==> config.mk <==
export PLATFORM = sky130hd
export DESIGN_NAME = gn3o_div_pipe
export DESIGN_NICKNAME = d
export VERILOG_FILES = /design/src/rtl/core/gn3o_pkg.sv /design/src/rtl/core/gn3o_div_pipe.sv
export SDC_FILE = /design/constraint.sdc
export NUM_CORES = 1
export LEC_CHECK = 0
export BUFFER_PORTS_ARGS = -buffer_cell sky130_fd_sc_hd__buf_4
export CORE_ASPECT_RATIO = 2
export CORE_MARGIN = 1.5
export CORE_UTILIZATION = 40
export DETAILED_ROUTE_END_ITERATION = 7
export PLACE_DENSITY = 0.55
export SYNTH_ARGS = -nofsm -noshare
export SYNTH_HDL_FRONTEND = slang
export SYNTH_SLANG_ARGS = --single-unit
==> constraint.sdc <==
create_clock -name clock -period 4.7 [get_ports clock]
set_clock_uncertainty 0.15 [all_clocks]
set_input_delay 0.235 -clock clock [delete_from_list [all_inputs] [get_ports clock]]
set_output_delay 0.235 -clock clock [all_outputs]
set_load 0.005 [all_outputs]
==> src/rtl/core/gn3o_pkg.sv <==
// Shared types, constants and arithmetic helpers for the 3D gradient noise block.
// No dependencies; every file of the block but the interfaces imports this package.
package gn3o_pkg;

   // Permutation table geometry, fixed by the 9-bit entry fields.
   localparam int TBL_AW    = 9;
   localparam int TBL_DEPTH = 512;
   localparam int PERM_W    = 9;

   // Fixed-point widths: Q0.16 fractions, signed gradient and blend values, result.
   localparam int FRAC_W  = 16;
   localparam int GRAD_W  = 19;
   localparam int QUOT_W  = 16;
   localparam int OUT_W   = 16;
   localparam int COORD_W = 32;
   localparam int CSR_W   = 32;
   localparam int CSR_AW  = 3;

   // Fade polynomial coefficients: 10*2^16 - 15 t + 6 t^2.
   localparam logic [19:0] FADE_K0  = 20'd655360;
   localparam logic [19:0] FADE_C15 = 20'd15;
   localparam logic [19:0] FADE_C6  = 20'd6;

   // One unit in Q16, used for the far corner offsets.
   localparam logic signed [GRAD_W-1:0] ONE_Q16 = 19'sd65536;

   localparam logic signed [OUT_W-1:0] SAT_MAX = 16'sh7fff;
   localparam logic signed [OUT_W-1:0] SAT_MIN = 16'sh8000;

   localparam logic [3:0] OCT_RESET = 4'd8;

   typedef enum logic {
      OP_EVAL = 1'b0,
      OP_LOAD = 1'b1
   } opcode_type;

   typedef enum logic {
      MODE_SINGLE = 1'b0,
      MODE_OCTAVE = 1'b1
   } mode_type;

   typedef enum logic {
      REG_MODE    = 1'b0,
      REG_OCTAVES = 1'b1
   } reg_index_type;

   // Control that travels with every pipeline slot.
   typedef struct packed {
      logic valid;
      logic is_load;
      logic octave;
      logic first;
      logic last;
   } stage_ctl_type;

   // Side information that travels through the divider alongside the remainder.
   typedef struct packed {
      logic                     octave;
      logic                     negative;
      logic signed [OUT_W-1:0]  single_value;
   } div_tag_type;

   // Dot product of a corner offset with the cube-edge gradient that the low hash bits select.
   function automatic logic signed [GRAD_W-1:0] grad_dot(
      input logic [3:0]               h,
      input logic signed [GRAD_W-1:0] x,
      input logic signed [GRAD_W-1:0] y,
      input logic signed [GRAD_W-1:0] z
   );
      logic signed [GRAD_W-1:0] u;
      logic signed [GRAD_W-1:0] v;
      logic signed [GRAD_W-1:0] su;
      logic signed [GRAD_W-1:0] sv;
      u = (h < 4'd8) ? x : y;
      if (h < 4'd4) begin
         v = y;
      end else if ((h == 4'd12) || (h == 4'd14)) begin
         v = x;
      end else begin
         v = z;
      end
      su = h[0] ? -u : u;
      sv = h[1] ? -v : v;
      return su + sv;
   endfunction

   // a + floor(f * (b - a) / 2^16); the result always lies between a and b.
   function automatic logic signed [GRAD_W-1:0] lerp_q16(
      input logic [FRAC_W-1:0]        f,
      input logic signed [GRAD_W-1:0] a,
      input logic signed [GRAD_W-1:0] b
   );
      logic signed [GRAD_W:0]          d;
      logic signed [FRAC_W+GRAD_W+1:0] p;
      d = {b[GRAD_W-1], b} - {a[GRAD_W-1], a};
      p = $signed({1'b0, f}) * d;
      return a + $signed(p[FRAC_W+GRAD_W-1:FRAC_W]);
   endfunction

endpackage

==> src/rtl/core/gn3o_div_pipe.sv <==
// Pipelined restoring divider for the octave normalisation, one quotient bit per stage,
// followed by sign restoration, saturation and the output register. Depends on gn3o_pkg.
module gn3o_div_pipe import gn3o_pkg::*; #(
   parameter int REM_W = 27
) (
   input  logic                    clock,
   input  logic                    reset,
   input  logic                    advance,
   input  logic                    in_valid,
   input  div_tag_type             in_tag,
   input  logic [REM_W-1:0]        in_rem,
   input  logic [REM_W-1:0]        divisor,
   output logic                    out_valid,
   output logic signed [OUT_W-1:0] out_value
);

   logic              val_ff [QUOT_W+1];
   logic [REM_W-1:0]  rem_ff [QUOT_W+1];
   logic [QUOT_W-1:0] quo_ff [QUOT_W+1];
   div_tag_type       tag_ff [QUOT_W+1];

   logic                    out_valid_ff;
   logic signed [OUT_W-1:0] out_value_ff;
   logic signed [OUT_W-1:0] out_value_in;
   logic [QUOT_W-1:0]       quo_last;

   // Entry stage.
   always_ff @(posedge clock) begin
      if (reset) begin
         val_ff[0] <= 1'b0;
      end else if (advance) begin
         val_ff[0] <= in_valid;
      end
   end

   always_ff @(posedge clock) begin
      if (advance) begin
         rem_ff[0] <= in_rem;
         quo_ff[0] <= '0;
         tag_ff[0] <= in_tag;
      end
   end

   // One compare and subtract per stage, most significant quotient bit first.
   for (genvar k = 0; k < QUOT_W; k++) begin : g_step
      localparam int J = QUOT_W - 1 - k;
      logic [REM_W-1:0] trial;
      logic             fits;

      assign trial = divisor << J;
      assign fits  = (rem_ff[k] >= trial);

      always_ff @(posedge clock) begin
         if (reset) begin
            val_ff[k+1] <= 1'b0;
         end else if (advance) begin
            val_ff[k+1] <= val_ff[k];
         end
      end

      always_ff @(posedge clock) begin
         if (advance) begin
            rem_ff[k+1] <= fits ? (rem_ff[k] - trial) : rem_ff[k];
            quo_ff[k+1] <= quo_ff[k] | (QUOT_W'(fits) << J);
            tag_ff[k+1] <= tag_ff[k];
         end
      end
   end

   // Restore the sign of the quotient and clip the positive side; single mode passes through.
   assign quo_last = quo_ff[QUOT_W];

   always_comb begin
      if (!tag_ff[QUOT_W].octave) begin
         out_value_in = tag_ff[QUOT_W].single_value;
      end else if (tag_ff[QUOT_W].negative) begin
         out_value_in = -$signed(quo_last);
      end else if (quo_last[QUOT_W-1]) begin
         out_value_in = SAT_MAX;
      end else begin
         out_value_in = $signed(quo_last);
      end
   end

   // Output register.
   always_ff @(posedge clock) begin
      if (reset) begin
         out_valid_ff <= 1'b0;
      end else if (advance) begin
         out_valid_ff <= val_ff[QUOT_W];
      end
   end

   always_ff @(posedge clock) begin
      if (advance) begin
         out_value_ff <= out_value_in;
      end
   end

   assign out_valid = out_valid_ff;
   assign out_value = out_value_ff;

endmodule

# Word level (Yosys, flattened, before mapping)
# Memories as Yosys holds them, arrays and structs flattened. A register that Yosys moved wholly into a read port is not among the register bits.
# Cells that the tools add are included.
dict set report classes {
  addsub 17
  n_lt_le_gt_ge 16
  n_mux 42
  bitwise 33
}
# cell n
set ops {}
lappend ops {{$ge A27 B27 Y1} 16}
lappend ops {{$mux W27} 16}
lappend ops {{$sub A27 B27 Y27} 16}
lappend ops {{$mux W16} 2}
lappend ops {{$mux W1} 23}
lappend ops {{$or A1 B1 Y1} 17}
lappend ops {{$neg A16 Y16} 1}
lappend ops {{$or A16 B1 Y16} 1}
lappend ops {{$or A16 B10 Y16} 1}
lappend ops {{$or A16 B11 Y16} 1}
lappend ops {{$or A16 B12 Y16} 1}
lappend ops {{$or A16 B13 Y16} 1}
lappend ops {{$or A16 B14 Y16} 1}
lappend ops {{$or A16 B15 Y16} 1}
lappend ops {{$or A16 B16 Y16} 1}
lappend ops {{$or A16 B2 Y16} 1}
lappend ops {{$or A16 B3 Y16} 1}
lappend ops {{$or A16 B4 Y16} 1}
lappend ops {{$or A16 B5 Y16} 1}
lappend ops {{$or A16 B6 Y16} 1}
lappend ops {{$or A16 B7 Y16} 1}
lappend ops {{$or A16 B8 Y16} 1}
lappend ops {{$or A16 B9 Y16} 1}
lappend ops {{$mux W15} 1}
dict set report totals {
  ff_bits 16
  ram_bits 1054
  input_bits 76
  elab_cells 113
  memories 4
}
# name depth word_bits read_ports rd_clocked_by_memory_dff write_ports line_no
set memory_table {}
lappend memory_table {rem_ff 17 27 16 0 17 gn3o_div_pipe.sv:18} ;# logic [REM_W-1:0] rem_ff [QUOT_W+1];
lappend memory_table {tag_ff 17 18 17 0 17 gn3o_div_pipe.sv:20} ;# div_tag_type tag_ff [QUOT_W+1];
lappend memory_table {quo_ff 17 16 17 0 17 gn3o_div_pipe.sv:19} ;# logic [QUOT_W-1:0] quo_ff [QUOT_W+1];
lappend memory_table {val_ff 17 1 17 1 17 gn3o_div_pipe.sv:17} ;# logic val_ff [QUOT_W+1];

# Logic depth before layout (Yosys ltp)
# Gate-level depths: netlist (run 1).
dict set report depth {
  ltp_word 4
  mapped_depth 15
}

# Worst setup path before layout (run 1)
# Ideal clock, no wire load.
dict set report synth_path {
  path_kind {input -> register}
  startpoint {in divisor[1]}
  endpoint {mem rem_ff[6][19] (netlist: rem_ff[0][181]) (data pin)}
  setup_time_ns 0.260
  arrival_ns 3.275
  path_slack_ns 1.015
  path_stages 12
  cell_sequence {inv_1 -> ha_1 -> nor2b_1 -> o21ai_0 -> a21oi_1 -> o21ai_1 -> nand2_1 -> o31ai_2 -> o211ai_1 -> a221oi_4 -> buf_2 -> mux2_2}
}
# item line_no
set synth_rtl {}
lappend synth_rtl {{from (decl)} gn3o_div_pipe.sv:12} ;# input logic [REM_W-1:0] divisor,
lappend synth_rtl {{to (decl)} gn3o_div_pipe.sv:18}

==> flow_summary_export.csv, run 1 <==
group,metric,value,unit
critical_path,critPathMostFrequentCell,"sky130_fd_sc_hd__inv_1",
critical_path,cp_num_cells,14,
synthesis,edff_count_synth,907,
critical_path,endpoint,"rem_ff[0][355]$_DFFE_PP_",
detailed_routing,avgViaCountPerCell,5.32,
die,floorplan_die_width,242,um
synthesis,seq_area_frac_synth,59.7,%
power,power,31.9,mW
critical_path,crit_path_cell_trace,"inv_1 -> ha_1 -> inv_1 -> fa_1 -> a21o_1 -> a21oi_1 -> nor2b_1 -> o211a_1 -> nor3_1 -> buf_4 -> nor4_1 -> nor3_2 -> buf_12 -> mux2_2",
critical_path,critical_path_peak_fanout,33,
grt,grt_start_max_net_pins,130,
grt,grt_overflow,0,
critical_path,max_stage_delay,0.63,ns
detailed_routing,final_antenna_net_count,0,
cts,clock_sinks,908,
placement,placement.io_buffers,92,
cts,htreeDepth,3,
power,p_comb_share,41.1,%
grt,number_of_global_route_vias_before_repair,30600,
grt,first_pass_grt_wire_length,161000,um
min_path,hold_path.class,"primary input to flip-flop",
detailed_routing,remaining_drc_errors,0,
critical_path,regToRegSetupSlack,0.72,ns
die,row_count,175,
detailed_routing,detail_route.wl_per_cell,19.4,um
critical_path,worstRegToRegCells,14,
die,fp.coreArea,113000,um^2
timing,finalSetupViolations,0,
cts,clock_tree_from_tritoncts,"built",
power,clock_power_share,21.2,%
die,initial_util,40.2,%
cells_and_area,ff_latch_area,27300,um^2
grt,groute.usage.overall,18.0,%
cells_and_area,multiInputGateArea,17500,um^2
detailed_routing,drt-total-wl,104000,um
cts,clk_latency,0.69,ns
critical_path,r2r_end,"rem_ff[0][355]$_DFFE_PP_",
synthesis,ys_dominant_reg_cell,"sky130_fd_sc_hd__edfxtp_1",
critical_path,worstSetupStartpointType,"flip-flop",
cells_and_area,n_fill_cell,10400,
die,die_h,481,um
cts,cts_max_path_buffers,3,
timing,setup_tns,0,ns
timing,slew_violations,0,
timing,timing.max_slew.rel_slack,35.6,%
cells_and_area,num-nets-final,4174,
cells_and_area,layout.cells.most_common_list,"sky130_fd_sc_hd__edfxtp_1, sky130_fd_sc_hd__ha_1, sky130_fd_sc_hd__a21oi_1",
timing,max_slew.worst_pin.slew,0.957,ns
critical_path,timing.critical_path.to_type,"flip-flop",
power,swShare,35.0,%
grt,antenna_found_initial,1,
timing,grt_setup_unrepaired,"no",
timing,post-route-period-util,84.6,%
power,p_leak,19.7,nW
synthesis,ys_types,81,
cts,clk_pin_slew_worst_paths,0.06,ns
power,switching_power,11.1,mW
power,sequentialPowerShare,37.6,%
synthesis,ys_ff_latch,908,
synthesis,net_count_after_synthesis,3916,
detailed_routing,initialDrtViolationCount,1151,
critical_path,required_time_reported_for_the_critical_path_endpoint,4.96,ns
critical_path,buffer_and_inverter_count_on_the_worst_path,4,
synthesis,yosysWarnings,0,
die,floorplan.die_area,116000,um^2
synthesis,syn-instance-count,3512,
power,power.density,613,nW/um^2
synthesis,syn-cell-area,45600,um^2
power,internal_power,20.7,mW
cells_and_area,area_growth,13.9,%
detailed_routing,detailroute.via_count,28400,
placement,dpl.hpwl,77700,um
detailed_routing,drt-pass1-iter-count,5,
synthesis,postSynth.asyncResetShare,0,%
timing,achievable-frequency,0.251,GHz
cts,postCtsSetupRepairBufs,0,
cts,cts_repair_resize_count,0,
power,max-vdd-ir-drop,0.356,mV
placement,gpl.final_weighted_congestion,0.903,
critical_path,crit_slowest_cell,"sky130_fd_sc_hd__nor3_2",
placement,worst_slack_after_detailed_placement,0.258,ns
timing,setup_slack,0.722,ns
critical_path,cp_top_family,"simple AND/OR/NAND/NOR gates",
placement,detailed_place.area,48800,um^2
cells_and_area,final_layout_size_suffix_gt1_share,12.8,%
min_path,min_delay_path_depth,3,
outcome,run_status,"finished clean",
synthesis,post_synthesis_area_per_instance,13.0,um^2
cts,root_buffer_cell,"sky130_fd_sc_hd__clkbuf_16",
die,num_io_pins,93,
flow_run,drv.max_cap_violation_count,0,
critical_path,cp-startpoint,"rem_ff[0][327]$_DFFE_PP_",
cells_and_area,final_area,51900,um^2
critical_path,critical_path_arrival,4.24,ns
critical_path,worstReg2RegStart,"rem_ff[0][327]$_DFFE_PP_",
cts,numCtsBuffers,84,
cells_and_area,mostFrequentLayoutCell,"sky130_fd_sc_hd__edfxtp_1",
timing,period_minus_slack,3.98,ns
timing,timing.final.hold_violations,0,
critical_path,critPathKind,"flip-flop to flip-flop",
state kept, by name, indices dropped and copies added, names as in the netlist:
| register | flops |
|---|---|
| rem_ff | 432 |
| out_valid | 1 |
| tag_ff | 306 |
| quo_ff | 136 |
| out_value | 16 |
| val_ff | 17 |
cells by family after synthesis:
family                   count (synthesis)  synth area share (%)
AO/OA/AOI/OAI                          854                  11.8
XOR/XNOR                               212                  4.07
adder cells (fa/ha/maj)                328                  9.24
buffers and inverters                  220                  1.87
flip-flops                             908                  59.7
multiplexers                           180                  4.39
AND/OR/NAND/NOR                        810                  8.88
worst reg2reg max path, stage by stage, from the launching register on:
cell                       delay [ns]
sky130_fd_sc_hd__edfxtp_1        0.37
sky130_fd_sc_hd__inv_1           0.09
sky130_fd_sc_hd__ha_1            0.16
sky130_fd_sc_hd__inv_1           0.06
sky130_fd_sc_hd__fa_1            0.40
sky130_fd_sc_hd__a21o_1          0.19
sky130_fd_sc_hd__a21oi_1         0.22
sky130_fd_sc_hd__nor2b_1         0.12
sky130_fd_sc_hd__o211a_1         0.29
sky130_fd_sc_hd__nor3_1          0.19
sky130_fd_sc_hd__buf_4           0.16
sky130_fd_sc_hd__nor4_1          0.06
sky130_fd_sc_hd__nor3_2          0.63
sky130_fd_sc_hd__buf_12          0.27
sky130_fd_sc_hd__mux2_2          0.37
final cells by class:
cell class                 count  area share, %
multi-input combinational   2384           33.8
clock buffer                  94           4.16
antenna                        1        0.00482
clock inverter                51          0.968
sequential                   908           52.5
inverter                     156           1.13
timing repair buffer         236           3.88
tap                         1504           3.62
cell usage after synthesis, types with 28 or more instances:
cell type                  number  share of area, %
sky130_fd_sc_hd__a31oi_1       28              0.38
sky130_fd_sc_hd__o21a_1        38              0.63
sky130_fd_sc_hd__nand4_1       44              0.60
sky130_fd_sc_hd__a21o_1       114               1.9
sky130_fd_sc_hd__nand2_1      145               1.2
sky130_fd_sc_hd__nor3_1        63              0.69
sky130_fd_sc_hd__o21bai_1      30              0.49
sky130_fd_sc_hd__a21oi_1      294               3.2
sky130_fd_sc_hd__nor2b_1       50              0.69
sky130_fd_sc_hd__xnor2_1      146               2.8
sky130_fd_sc_hd__edfxtp_1     907                60
sky130_fd_sc_hd__nand2b_1      31              0.43
sky130_fd_sc_hd__o21ai_0      166               1.8
sky130_fd_sc_hd__xor2_1        66               1.3
sky130_fd_sc_hd__mux2_2       144               3.6
sky130_fd_sc_hd__and2_1        30              0.41
sky130_fd_sc_hd__nand3_1       57              0.63
sky130_fd_sc_hd__clkbuf_1      48              0.39
sky130_fd_sc_hd__inv_1        156               1.3
sky130_fd_sc_hd__nor2_1       251               2.1
sky130_fd_sc_hd__ha_1         313               8.6
through the flow:
stage               hold slack, ns  utilization, %  instances
floorplan                    0.157               -       3512
global placement             0.250            43.0       5138
detailed placement           0.255            43.0       5138
CTS                         0.0470            45.8       5333
global route                0.0820            45.8       5334
finish                       0.114            45.8       5334
worst min-delay path by stage:
stage	start	end	slack [ns]
2_1_floorplan	reset	out_valid$_SDFFE_PP0P_	0.16
3_3_place_gp	tag_ff[0][215]$_DFFE_PP_	tag_ff[0][233]$_DFFE_PP_	0.25
5_1_grt	in_tag[14]	tag_ff[0][14]$_DFFE_PP_	0.08
6_report	divisor[0]	rem_ff[0][120]$_DFFE_PP_	0.11
4_1_cts	in_tag[13]	tag_ff[0][13]$_DFFE_PP_	0.05
3_5_place_dp	quo_ff[0][189]$_DFFE_PP_	quo_ff[0][205]$_DFFE_PP_	0.25
routing by layer:
metal / global-route usage, % / wire length, um / vias to the layer above / share of wire (%)
met3: 2.16 / 2470 / 265 / 2.4
met4: 12.2 / 7030 / 0 / 6.8
met2: 37.6 / 60800 / 464 / 59
li1: - / - / 13900 / -
met5: 0 / 0 / - / 0
met1: 15.2 / 33400 / 13700 / 32
timing repair:
action / CTS / global route
hold buffers: 50 / 0
endpoints found under the setup margin: 0 / 0
endpoints found under the hold margin: 85 / 0
power by group through the flow:
stage                     clock network [mW]  registers, mW  logic (mW)
final                                   6.76           12.0        13.1
after global placement                     0           12.1        12.9
after global routing                    7.30           12.2        14.6
after detailed placement                   0           12.2        13.1
after floorplan                            0           11.8        9.67
after CTS                               7.02           12.0        13.2
No activity file was read; power rests on OpenSTA's default activity.
==> inputs of run 2 (changes only) <==
clock period = 4 ns   (was 4.7 ns; I/O delays follow)
==> flow_summary_export.csv, run 2 (same netlist as run 1, synthesis figures left out) <==
group,metric,value,unit
outcome,run_status,"finished clean",
cts,clk_pin_slew_worst_paths,0.07,ns
cells_and_area,area_growth,16.2,%
cts,htreeDepth,3,
flow_run,drv.max_cap_violation_count,0,
timing,timing.final.hold_violations,0,
critical_path,worstReg2RegStart,"rem_ff[0][223]$_DFFE_PP_",
detailed_routing,initialDrtViolationCount,1302,
critical_path,r2r_end,"rem_ff[0][252]$_DFFE_PP_",
min_path,hold_path.class,"primary input to flip-flop",
cells_and_area,num-nets-final,4282,
cts,cts_max_path_buffers,3,
die,num_io_pins,93,
timing,post-route-period-util,95.1,%
placement,dpl.hpwl,82200,um
critical_path,timing.critical_path.to_type,"flip-flop",
detailed_routing,drt-total-wl,109000,um
die,initial_util,40.2,%
power,p_leak,20.3,nW
detailed_routing,drt-pass1-iter-count,5,
grt,groute.usage.overall,18.7,%
power,power.density,728,nW/um^2
cells_and_area,layout.cells.most_common_list,"sky130_fd_sc_hd__edfxtp_1, sky130_fd_sc_hd__ha_1, sky130_fd_sc_hd__a21oi_1",
timing,max_slew.worst_pin.slew,1.14,ns
cts,numCtsBuffers,84,
cells_and_area,final_area,53000,um^2
die,die_h,481,um
timing,setup_tns,0,ns
grt,grt_start_max_net_pins,151,
cts,root_buffer_cell,"sky130_fd_sc_hd__clkbuf_16",
cts,clk_latency,0.69,ns
cells_and_area,multiInputGateArea,17500,um^2
timing,finalSetupViolations,0,
placement,detailed_place.area,49700,um^2
cells_and_area,largest_register,"rem_ff",
critical_path,critical_path_arrival,4.06,ns
die,fp.coreArea,113000,um^2
power,internal_power,25.1,mW
timing,slew_violations,0,
critical_path,required_time_reported_for_the_critical_path_endpoint,4.25,ns
cts,clock_sinks,908,
die,floorplan.die_area,116000,um^2
power,p_comb_share,42.1,%
critical_path,critPathKind,"flip-flop to flip-flop",
grt,first_pass_grt_wire_length,165000,um
cells_and_area,largest_registers,"rem_ff x432, tag_ff x306, quo_ff x136",
min_path,holdCritStartpoint,"in_rem[3]",
timing,achievable-frequency,0.263,GHz
power,max-vdd-ir-drop,0.410,mV
cells_and_area,number_of_flip_flops_in_the_largest_register,432,
placement,gpl.final_weighted_congestion,0.895,
critical_path,critical_path_peak_fanout,16,
critical_path,regToRegSetupSlack,0.20,ns
power,swShare,35.0,%
critical_path,worstRegToRegCells,15,
timing,grt_setup_unrepaired,"no",
cells_and_area,mostFrequentLayoutCell,"sky130_fd_sc_hd__edfxtp_1",
min_path,worstHoldEndpoint,"rem_ff[0][3]$_DFFE_PP_",
cells_and_area,ff_latch_area,27300,um^2
detailed_routing,detail_route.wl_per_cell,20.0,um
cts,postCtsSetupRepairBufs,0,
die,floorplan_die_width,242,um
placement,worst_slack_after_detailed_placement,0.0330,ns
detailed_routing,avgViaCountPerCell,5.34,
cts,clock_tree_from_tritoncts,"built",
critical_path,worstSetupStartpointType,"flip-flop",
detailed_routing,detailroute.via_count,29100,
grt,antenna_found_initial,2,
grt,number_of_global_route_vias_before_repair,30800,
power,switching_power,13.5,mW
cells_and_area,final_layout_size_suffix_gt1_share,15.2,%
placement,placement.io_buffers,92,
detailed_routing,remaining_drc_errors,0,
timing,period_minus_slack,3.80,ns
power,clock_power_share,21.2,%
power,sequentialPowerShare,36.7,%
timing,setup_slack,0.196,ns
grt,grt_overflow,0,
cells_and_area,n_fill_cell,10300,
die,row_count,175,
min_path,min_delay_path_depth,2,
timing,timing.max_slew.rel_slack,23.1,%
detailed_routing,final_antenna_net_count,0,
run 2: cell count changes in the layout (fill, tap and decap cells not counted), moves of 2 or more:
cell / before / now
sky130_fd_sc_hd__clkbuf_1: 9 / 15
sky130_fd_sc_hd__bufinv_16: 6 / 8
sky130_fd_sc_hd__inv_6: 5 / 0
sky130_fd_sc_hd__buf_4: 176 / 272
sky130_fd_sc_hd__clkinv_2: 14 / 12
sky130_fd_sc_hd__clkinv_4: 3 / 8
sky130_fd_sc_hd__inv_16: 2 / 0
sky130_fd_sc_hd__clkinv_8: 0 / 3
sky130_fd_sc_hd__buf_12: 9 / 20
run 2: area by class of cell:
class	count	area share, %
diodes	2	0.00944
clock buffers	100	4.12
clock inverters	52	1.11
inverters	156	1.10
multi-input cells	2384	33.1
flip-flops and latches	908	51.4
well taps	1504	3.55
repair buffers	344	5.60
run 2: how the worst max path moves through the flow:
stage	from	to	slack, ns	cells past startpoint
3_3_place_gp	divisor[1]	rem_ff[0][176]$_DFFE_PP_	0.07	14
3_5_place_dp	divisor[1]	rem_ff[0][177]$_DFFE_PP_	0.03	14
6_report	rem_ff[0][223]$_DFFE_PP_	rem_ff[0][252]$_DFFE_PP_	0.20	15
4_1_cts	rem_ff[0][223]$_DFFE_PP_	rem_ff[0][253]$_DFFE_PP_	0.19	15
2_1_floorplan	divisor[1]	rem_ff[0][181]$_DFFE_PP_	0.35	12
5_1_grt	rem_ff[0][223]$_DFFE_PP_	rem_ff[0][252]$_DFFE_PP_	0.007	15
run 2: through the flow:
| step | hold slack (ns) | cells | power (mW) | utilization (%) |
|---|---|---|---|---|
| after floorplan | 0.122 | 3512 | 25.3 | - |
| after global routing | 0.0387 | 5449 | 41.0 | 46.7 |
| after CTS | 0.00572 | 5448 | 39.0 | 46.7 |
| after global placement | 0.224 | 5245 | 30.4 | 43.8 |
| after detailed placement | 0.228 | 5245 | 30.6 | 43.8 |
| final | 0.0721 | 5450 | 38.6 | 46.7 |
run 2: repair_timing:
item	in CTS	in global routing
hold buffers	51	0
endpoints found under the hold margin	147	0
resized for setup	0	0
setup endpoints to repair	0	0
run 2: routing by layer:
metal | global-route usage [%] | routed length [um]
met5 | 0 | 0
met4 | 14.6 | 9140
met3 | 2.19 | 2480
met2 | 38.8 | 63000
met1 | 15.5 | 34400
run 2: critical path, stage by stage (launching register included):
cell and delay, ns:
sky130_fd_sc_hd__edfxtp_1 0.39, sky130_fd_sc_hd__inv_1 0.07, sky130_fd_sc_hd__ha_1 0.15, sky130_fd_sc_hd__inv_1 0.05
sky130_fd_sc_hd__fa_1 0.41, sky130_fd_sc_hd__a211oi_1 0.29, sky130_fd_sc_hd__nor2_1 0.12, sky130_fd_sc_hd__o31a_1 0.24
sky130_fd_sc_hd__o21a_1 0.23, sky130_fd_sc_hd__a211oi_2 0.35, sky130_fd_sc_hd__o21ai_1 0.21, sky130_fd_sc_hd__a221o_1 0.37
sky130_fd_sc_hd__buf_12 0.17, sky130_fd_sc_hd__buf_4 0.17, sky130_fd_sc_hd__nor2_1 0.09, sky130_fd_sc_hd__a21oi_1 0.05
run 2: power by group through the flow:
| stage | Sequential, mW | Combinational [mW] | Clock (mW) |
|---|---|---|---|
| after floorplan | 13.9 | 11.4 | 0 |
| after global placement | 14.3 | 16.1 | 0 |
| after detailed placement | 14.4 | 16.2 | 0 |
| after CTS | 14.2 | 16.4 | 8.46 |
| after global routing | 14.3 | 17.9 | 8.77 |
| final | 14.2 | 16.3 | 8.18 |
==> inputs of run 3 (changes only) <==
ABC_AREA = 1   (was default)
CTS_BUF_LIST = sky130_fd_sc_hd__clkbuf_4 sky130_fd_sc_hd__clkbuf_8   (was default)
==> flow_summary_export.csv, run 3 <==
group,metric,value,unit
timing,period_minus_slack,3.54,ns
detailed_routing,detail_route.wl_per_cell,24.1,um
cts,htreeDepth,4,
timing,grt_setup_unrepaired,"no",
die,floorplan_die_width,256,um
timing,timing.max_slew.rel_slack,8.63,%
grt,groute.usage.overall,29.2,%
synthesis,post_synth_main_area_contributors,"sky130_fd_sc_hd__edfxtp_1, sky130_fd_sc_hd__nand2_1, sky130_fd_sc_hd__ha_1",
detailed_routing,initialDrtViolationCount,2296,
synthesis,synth_compound_gate_area_share,4.70,%
grt,grt_start_max_net_pins,116,
synthesis,yosysWarnings,0,
die,fp.coreArea,127000,um^2
cells_and_area,num-nets-final,6477,
cells_and_area,largest_register,"rem_ff",
synthesis,ys_types,52,
synthesis,synth_xor_xnor_area_share,2.45,%
detailed_routing,remaining_drc_errors,0,
grt,grt_use_met1,19.7,%
cells_and_area,largest_registers,"rem_ff x432, tag_ff x306, quo_ff x136",
power,max-vdd-ir-drop,0.404,mV
placement,placement.io_buffers,92,
cells_and_area,final_layout_size_suffix_gt1_share,9.05,%
detailed_routing,drt-pass1-iter-count,5,
placement,worst_slack_after_detailed_placement,0.440,ns
synthesis,net_count_after_synthesis,6030,
synthesis,syn-instance-count,5626,
critical_path,timing.critical_path.to_type,"flip-flop",
critical_path,critPathKind,"flip-flop to flip-flop",
die,initial_util,40.3,%
grt,antenna_found_initial,6,
power,p_leak,26.9,nW
synthesis,post_synthesis_area_per_instance,9.09,um^2
critical_path,critPathMostFrequentCell,"sky130_fd_sc_hd__nand2_1",
critical_path,buffer_and_inverter_count_on_the_worst_path,2,
critical_path,crit_path_cell_trace,"ha_1 -> nand2_1 -> nor2_2 -> nand2_1 -> nor3_1 -> buf_4 -> nand2_1 -> nand4_2 -> buf_12 -> nand3_1 -> nand2_1",
critical_path,worstSetupStartpointType,"flip-flop",
grt,first_pass_grt_wire_length,270000,um
synthesis,synth_top_area_share,53.3,%
timing,setup_tns,0,ns
placement,detailed_place.area,55300,um^2
die,die_h,509,um
synthesis,ys_dominant_reg_cell,"sky130_fd_sc_hd__edfxtp_1",
timing,max_slew.worst_pin.slew,1.37,ns
cts,clk_latency,0.88,ns
grt,grt_util_met3,7.11,%
detailed_routing,drt-total-wl,189000,um
synthesis,share_of_synthesized_cell_area_in_full_adder_half_adder_and_majority_cells,8.24,%
detailed_routing,detailroute.via_count,41300,
cells_and_area,mostFrequentLayoutCell,"sky130_fd_sc_hd__nand2_1",
min_path,hold_path.class,"primary input to flip-flop",
cells_and_area,number_of_flip_flops_in_the_largest_register,432,
critical_path,critical_path_arrival,4.09,ns
cts,cts_repair_resize_count,0,
critical_path,crit_slowest_cell,"sky130_fd_sc_hd__edfxtp_1",
timing,achievable-frequency,0.283,GHz
critical_path,max_stage_delay,0.51,ns
detailed_routing,final_antenna_net_count,0,
timing,post-route-period-util,88.5,%
synthesis,ys_ff_latch,908,
die,floorplan.die_area,130000,um^2
die,num_io_pins,93,
grt,number_of_global_route_vias_before_repair,43500,
flow_run,drv.max_cap_violation_count,0,
cells_and_area,area_growth,15.5,%
synthesis,netlist_top_cells_count,"sky130_fd_sc_hd__nand2_1, sky130_fd_sc_hd__edfxtp_1, sky130_fd_sc_hd__inv_1",
cts,clk_pin_slew_worst_paths,0.07,ns
synthesis,synth-simple-area-share,25.1,%
critical_path,critical_path_peak_fanout,15,
synthesis,edff_count_synth,907,
cells_and_area,layout.cells.most_common_list,"sky130_fd_sc_hd__nand2_1, sky130_fd_sc_hd__edfxtp_1, sky130_fd_sc_hd__inv_1",
grt,grt_most_used_layer,"met2",
cells_and_area,final_util,46.6,%
grt,globalRouteMet2Util,55.8,%
cts,cts_max_path_buffers,3,
cts,numCtsBuffers,136,
timing,setup_slack,0.462,ns
timing,slew_violations,0,
synthesis,syn-cell-area,51100,um^2
synthesis,postSynth.asyncResetShare,0,%
cells_and_area,final_area,59100,um^2
placement,gpl.final_weighted_congestion,1.05,
detailed_routing,avgViaCountPerCell,5.25,
synthesis,main_combinational_cell_family_by_area_after_synthesis,"simple AND/OR/NAND/NOR gates",
grt,grt_overflow,0,
critical_path,required_time_reported_for_the_critical_path_endpoint,4.55,ns
cts,root_buffer_cell,"sky130_fd_sc_hd__clkbuf_8",
placement,dpl.hpwl,146000,um
power,power.density,749,nW/um^2
synthesis,synth_most_common_cell,"sky130_fd_sc_hd__nand2_1",
cts,clock_tree_from_tritoncts,"built",
die,row_count,185,
synthesis,synth.area.mux_share,0,%
critical_path,cp_top_family,"simple AND/OR/NAND/NOR gates",
timing,finalSetupViolations,0,
outcome,run_status,"finished clean",
synthesis,seq_area_frac_synth,53.3,%
timing,timing.final.hold_violations,0,
cts,clock_sinks,908,
synthesis,synth_top_cell_by_area,"sky130_fd_sc_hd__edfxtp_1",
-- run 3: worst paths after layout --
path	end	from	slack, ns	cells after the start
min	quo_ff[0][256]$_DFFE_PP_	divisor[26]	0.05	7
min reg2reg	tag_ff[0][239]$_DFFE_PP_	tag_ff[0][221]$_DFFE_PP_	0.25	0
max	rem_ff[0][343]$_DFFE_PP_	rem_ff[0][311]$_DFFE_PP_	0.46	11
max reg2reg	rem_ff[0][343]$_DFFE_PP_	rem_ff[0][311]$_DFFE_PP_	0.46	11
-- run 3: layout make-up --
cell class	instances	area (um^2)
Fill cell	12500	67800
Sequential cell	908	27300
Multi-Input combinational cell	3917	20700
Clock inverter	78	688
Inverter	736	2760
Timing Repair Buffer	374	3400
Antenna cell	4	10.0
Tap cell	1683	2110
Clock buffer	164	2090
-- run 3: worst register-to-register path, delay by kind of cell, from the launching register on --
family	cells	cell delay [ns]
adder cells (fa/ha/maj)	1	0.44
buffers and inverters	2	0.35
AND/OR/NAND/NOR	8	1.94
flip-flops	1	0.51
-- run 3: kinds of logic after synthesis --
group | Yosys count
AND/OR/NAND/NOR | 3013
flip-flops | 908
buffers and inverters | 801
AO/OA/AOI/OAI | 433
adder cells (fa/ha/maj) | 328
XOR/XNOR | 143
-- run 3: stage by stage --
stage / power, mW / hold slack, ns / instances
floorplan: 26.9 / 0.119 / 5626
global placement: 35.2 / 0.214 / 7519
detailed placement: 35.4 / 0.226 / 7519
CTS: 43.6 / 0.0192 / 7859
global route: 46.7 / 0.0277 / 7862
finish: 44.2 / 0.0500 / 7864
-- run 3: routing by layer --
metal / routed length [um] / vias up
li1: - / 19800
met1: 48400 / 19100
met5: 20 / -
met3: 9690 / 968
met2: 101000 / 1446
met4: 29900 / 4
-- run 3: what timing repair did --
action | in CTS | in global routing
endpoints found under the hold margin | 306 | 0
setup buffers | 0 | 0
hold buffers | 98 | 0
-- run 3: where the power goes --
group / switching (mW) / internal (mW)
logic: 14.9 / 6.73
clock network: 3.91 / 4.07
registers: 1.39 / 13.2
total: 20.2 / 24.0
